File: config.mk
export PLATFORM = sky130hd
export DESIGN_NAME = bpt_mul
export DESIGN_NICKNAME = d
export VERILOG_FILES = /design/src/rtl/bpt_pkg.sv /design/src/rtl/bpt_mul.sv
export SDC_FILE = /design/constraint.sdc
export NUM_CORES = 2
export LEC_CHECK = 0
export BUFFER_PORTS_ARGS = -buffer_cell sky130_fd_sc_hd__clkbuf_2
export CAP_MARGIN = 40
export CORE_ASPECT_RATIO = 1.75
export CORE_UTILIZATION = 43
export DETAILED_ROUTE_END_ITERATION = 16
export HOLD_SLACK_MARGIN = 0.1
export SLEW_MARGIN = 40
export SYNTH_ARGS = -nofsm -noshare
export SYNTH_HDL_FRONTEND = slang
export SYNTH_SLANG_ARGS = --single-unit
File: constraint.sdc
create_clock -name clk -period 18.3 [get_ports clk]
set_input_delay 2.745 -clock clk [delete_from_list [all_inputs] [get_ports clk]]
set_output_delay 2.745 -clock clk [all_outputs]
set_load 0.02 [all_outputs]
File: src/rtl/bpt_pkg.sv
// Package for the barycentric point-in-triangle block.
// Holds the fixed widths, pipeline latencies and register indexes.
// Used by bpt_mul, bpt_div and barycentric_point_in_triangle.
package bpt_pkg;

  // Coordinate and intermediate widths.
  localparam int COORD_W  = 16;
  localparam int DIFF_W   = COORD_W + 1;
  localparam int PROD_W   = 2 * DIFF_W;
  localparam int DOT_W    = PROD_W + 3;
  localparam int MUL_W    = 2 * DOT_W;
  localparam int NUM_W    = MUL_W + 2;

  // Weight format: signed, WEIGHT_INT_BITS integer bits, FRAC_BITS fraction bits.
  localparam int FRAC_BITS       = 16;
  localparam int WEIGHT_INT_BITS = 3;
  localparam int Q_BITS          = WEIGHT_INT_BITS + FRAC_BITS;
  localparam int WEIGHT_W        = Q_BITS + 1;

  // Configuration port.
  localparam int CFG_W     = 32;
  localparam int LIMIT_W   = 32;
  localparam int MARGIN_W  = 16;
  localparam int CFG_IDX_W = 1;
  localparam logic [CFG_IDX_W-1:0] REG_DEGENERATE_LIMIT = 1'b0;
  localparam logic [CFG_IDX_W-1:0] REG_INSIDE_MARGIN    = 1'b1;
  localparam logic [LIMIT_W-1:0]   LIMIT_RESET  = 32'd1;
  localparam logic [MARGIN_W-1:0]  MARGIN_RESET = 16'd0;

  // Latencies of the arithmetic units.
  localparam int MUL_LAT = 2;
  localparam int DIV_LAT = Q_BITS + 3;

endpackage

File: src/rtl/bpt_mul.sv
// Two-stage signed multiplier built from four narrow partial products.
// Depends on bpt_pkg for DOT_W and MUL_W.
module bpt_mul (
  input  logic                               clk,
  input  logic                               en,
  input  logic signed [bpt_pkg::DOT_W-1:0]   a,
  input  logic signed [bpt_pkg::DOT_W-1:0]   b,
  output logic signed [bpt_pkg::MUL_W-1:0]   p
);
  import bpt_pkg::*;

  localparam int LO_W = DOT_W / 2;
  localparam int HI_W = DOT_W - LO_W;
  localparam int PP_W = 2 * HI_W;

  logic signed [HI_W-1:0] a_hi, b_hi, a_lo, b_lo;
  logic signed [PP_W-1:0] pp_hh, pp_hl, pp_lh, pp_ll;

  // Split each operand into a signed upper part and an unsigned lower part.
  assign a_hi = a[DOT_W-1:LO_W];
  assign b_hi = b[DOT_W-1:LO_W];
  assign a_lo = {{(HI_W-LO_W){1'b0}}, a[LO_W-1:0]};
  assign b_lo = {{(HI_W-LO_W){1'b0}}, b[LO_W-1:0]};

  // First stage: partial products.
  always_ff @(posedge clk) begin
    if (en) begin
      pp_hh <= a_hi * b_hi;
      pp_hl <= a_hi * b_lo;
      pp_lh <= a_lo * b_hi;
      pp_ll <= a_lo * b_lo;
    end
  end

  // Second stage: weighted sum of the partial products.
  always_ff @(posedge clk) begin
    if (en) begin
      p <= (MUL_W'(pp_hh) <<< (2 * LO_W)) + (MUL_W'(pp_hl) <<< LO_W)
         + (MUL_W'(pp_lh) <<< LO_W) + MUL_W'(pp_ll);
    end
  end

endmodule

; ---- Word-level counts from Yosys, hierarchy flattened
; Cells that the tools add are included.
; Widths: inputs -> output; s select.
[op_classes]
reduce_logical = 0
multipliers = 4
bitwise_logic = 0
n_addsub = 3
div = 0
n_lt_le_gt_ge = 0
shifts = 0
n_eq_ne = 0
mux = 0
[op_table]
columns = cell, n
row1 = $add 74x56->74, 2
row2 = $mul 19x19->38, 3
row3 = $add 74x37->74, 1
row4 = $mul 18x18->36, 1
[totals]
rom_bits = 0
mem_bits_rw = 0
input_bits = 76
latchBits = 0
reg_bits = 224
n_memories = 0
elab_cells = 12

; ---- Depth between registers and ports, before layout
[depth]
depth_word = 3
mapped_depth = 28
ltp_nobuf = 26

; ---- Least setup slack after synthesis
; Ideal clock, no wire load.
[synth_path]
kind = input to register
start = input a[36] in the netlist's numbering
end = register pp_hh[36] (data pin)
path_stages = 21
arrival_ns = 8.977
setup_slack_ns = 9.062
n_path_buf = 2
t_required_ns = 18.038
cell_sequence = clkbuf_1 clkbuf_1 nand2_1 fa_1 fa_1 fa_1 inv_1 fa_1 fa_1 fa_1 ha_1 ha_1 a21o_1 a211o_1 or3_1 a211oi_1 o31ai_1 and2_1 a31o_2 a211oi_1 xnor2_1
[synth_between]
elab_chain_len = 1
[synth_rtl]
columns = element, line
row1 = "start, declared", bpt_mul.sv:6  ; input logic signed [bpt_pkg::DOT_W-1:0] a,
row2 = $mul 19x19->38, bpt_mul.sv:28  ; pp_hh <= a_hi * b_hi;
row3 = "end signal, assigned", bpt_mul.sv:28
row4 = "end, declared", bpt_mul.sv:17  ; logic signed [PP_W-1:0] pp_hh, pp_hl, pp_lh, pp_ll;
; No other way between the ends.
; A chain may end at the register's enable or synchronous reset.

; ---- Worst setup path after layout
; Ends and elaborated chain as after synthesis.

==> impl_results.md <==
* Via count at 41859
* First-pass GRT wire length at 265100 um
* Post-DP HPWL at 127400 um
* Worst Path Required at 18.69 ns
* DR WL/cell at 20.66 um
* Highest achievable clock rate at 0.1083 GHz
* Setup violators final at 0
* Nets at 8076
* Worst-case clock buffer depth at 3
* Net Count, Synth at 8126
* Cts hold-fix bufs at 0
* Fin crit share at 50.44%
* All-Layer GR Usage at 24.83%
* Ys Warns at 0
* Detail Route Antenna Nets at 0
* Post_cts resized at 0
* Post-synthesis simple-gate area fraction at 14.30%
* CTS tree: done
* Total Wirelength at 165300 um
* Min Tclk post-route at 9.230 ns
* Setup crit end: pp_hh[36]
* Port Buffer Count at 149
* Routability-driven placement congestion ratio at 0.8765
* Die X-Extent at 283.6 um
* Die Footprint at 140300 um^2
* Flop2flop setup slack at 13.66 ns
* Critical path class: input pin to flip-flop
* Worst Path Arrival at 9.61 ns
* Most frequent cell after synthesis: inv_1
* Post-CTS setup repair buffer count at 0
* Layout cells sized above 1 at 5.015%
* Max-cap viol count at 0
* Synth Cell Area at 59660 um^2
* Post-Syn Instances at 6211
* Ys async rst share at 0%
* Slew Limit Headroom at 45.04%
* Synth-to-Final Area Change at 5.738%
* Distinct cell type count after synthesis at 77
* CP max FO at 37
* Hold Fails Final Rpt at 0
* Vias in the first global route at 48216
* Clock Tree Root: clkbuf_16
* Yosys top cell by area: fa_1
* Hold Crit Class: flip-flop to flip-flop
* Initial antenna violation count at 4
* Worst-skew pair later-pin latency at 0.64 ns
* Post-synthesis sequential area ratio at 11.27%
* Type of destination of the critical path: flip-flop
* Final Skew at 0.03293 ns
* Largest net degree at the start of global routing at 114
* Synth area leaders: fa_1 (44%), ha_1 (11%), edfxtp_1 (11%)
* H-Tree Depth at 1
* FF-to-FF path depth at 15
* CTS Buf Count at 27
* Core area at 137600 um^2
* Tightest Pin Transition at 0.8245 ns
* Mux share of post-synthesis cell area at 0.01887%
* DRC violations left at 0
* Worst setup SP type: input pin
* Synth Area in Adders at 54.94%
* Worst R2R End: p[69]
* Io pins at 150
* Detail-routed via count per cell at 5.230
* Most instantiated cells after synthesis: inv_1 (1450), fa_1 (1301), nand2_1 (713)
* Main combinational cell family by area after synthesis: adder cells
* Worst reg2reg startpoint: pp_hl[1]
* Pre-antenna DRT Iters at 6
* CTS Sinks at 224
* Clock-pin slew on the worst setup and hold paths at 0.07 ns
* Die Y at 494.8 um
* Top FF cell, synth: edfxtp_1
* Unrepaired setup endpoints after global routing: no
* Synth Area in XOR/XNOR at 2.730%
* Post-synth EDFFs at 224
* Area share of the largest cell type after synthesis at 43.65%
* Status: finished, final reports clean
* Setup TNS at 0 ns
* Initial Util at 43.36%
* Initial DRC count at 1849
* GRT overflow at 0
* Post-synthesis compound-gate area fraction at 5.702%
* Post-synthesis register bit count at 224
* Slew Viols, Final at 0
* Critical Path Start: a[36]
* Syn_area_per_cell at 9.606 um^2
* # rows at 180
-- per-layer routing --
layer,track usage (%),vias to the layer above,share of wire (%)
met5,0,-,0.0079
met3,2.244,493,3.4
met1,24.50,21888,34
li1,-,18414,-
met2,48.03,1062,55
met4,17.97,2,8.5
-- flip-flops by register name, indices dropped and copies added, names as in the netlist --
| signal | count |
|---|---|
| pp_lh | 38 |
| p | 74 |
| pp_hh | 38 |
| pp_ll | 36 |
| pp_hl | 38 |
-- stage by stage --
| step | instance area [um^2] | hold slack, ns | instances | setup WS, ns | utilization, % |
|---|---|---|---|---|---|
| after floorplan | 59660 | 0.4003 | 6211 | 9.062 | - |
| after global placement | 62130 | 0.4013 | 7951 | 8.227 | 45.15 |
| after detailed placement | 62170 | 0.4045 | 7952 | 8.481 | 45.18 |
| after CTS | 63080 | 0.4200 | 8002 | 9.142 | 45.84 |
| after global routing | 63090 | 0.4233 | 8003 | 8.670 | 45.85 |
| final | 63090 | 0.4208 | 8003 | 9.070 | 45.85 |
-- layout by cell type, fill, tap and decap left out, types with 5 or more instances in the layout --
cell / instances
o211ai_1: 15
inv_6: 7
a211o_1: 5
xnor2_1: 131
a31o_2: 6
o21ai_0: 64
o21a_1: 25
clkbuf_4: 5
clkbuf_2: 143
nor2_1: 105
a21oi_1: 164
and3_1: 21
clkinv_4: 5
nand2_1: 713
o31ai_1: 6
o21ai_1: 17
nand2b_1: 32
a211oi_1: 20
buf_4: 74
and2_1: 698
nand4_1: 8
ha_1: 538
o21bai_1: 29
or2_2: 9
nor3_1: 22
fa_1: 1301
nand3_1: 23
a21o_1: 80
nor2b_1: 40
xor2_1: 55
clkbuf_16: 27
or3_1: 5
inv_1: 1450
o31a_1: 5
edfxtp_1: 224
a31oi_1: 14
-- kinds of logic after synthesis --
logic type,count (synthesis)
AO/OA/AOI/OAI,513
XOR/XNOR,186
adder cells (fa/ha/maj),1839
buffers and inverters,1754
flip-flops,224
multiplexers,1
AND/OR/NAND/NOR,1694
-- critical path, stage by stage --
cell and delay (ns):
clkbuf_2 0.08, buf_4 0.40, nand2_1 0.25, fa_1 0.70
inv_1 0.14, fa_1 0.51, inv_1 0.07, fa_1 0.50
inv_1 0.06, fa_1 0.48, fa_1 0.56, fa_1 0.41
ha_1 0.29, ha_1 0.34, a211o_1 0.30, or3_1 0.31
a211oi_1 0.39, o31ai_1 0.21, and2_1 0.19, a31o_2 0.25
a211oi_1 0.28, xnor2_1 0.09
-- worst min path at each step --
| stage | from | to | depth (start not counted) |
|---|---|---|---|
| final | pp_ll[9] | p[9] | 0 |
| after global routing | pp_ll[9] | p[9] | 0 |
| after CTS | pp_ll[9] | p[9] | 0 |
| after detailed placement | pp_ll[9] | p[9] | 0 |
| after global placement | pp_ll[0] | p[0] | 0 |
| after floorplan | pp_ll[0] | p[0] | 0 |
-- area by class of cell --
type | count | area, um^2
Antenna cell | 1 | 2.502
Clock inverter | 21 | 231.5
Multi-Input combinational cell | 4233 | 46350
Tap cell | 1820 | 2277
Inverter | 1450 | 5443
Timing Repair Buffer | 225 | 1371
Fill cell | 13220 | 74520
Sequential cell | 224 | 6726
Clock buffer | 29 | 683.2
Power is left out: the tool's default activity adds up to more than one toggle a clock period on the data nets, which glitch-free logic cannot reach.
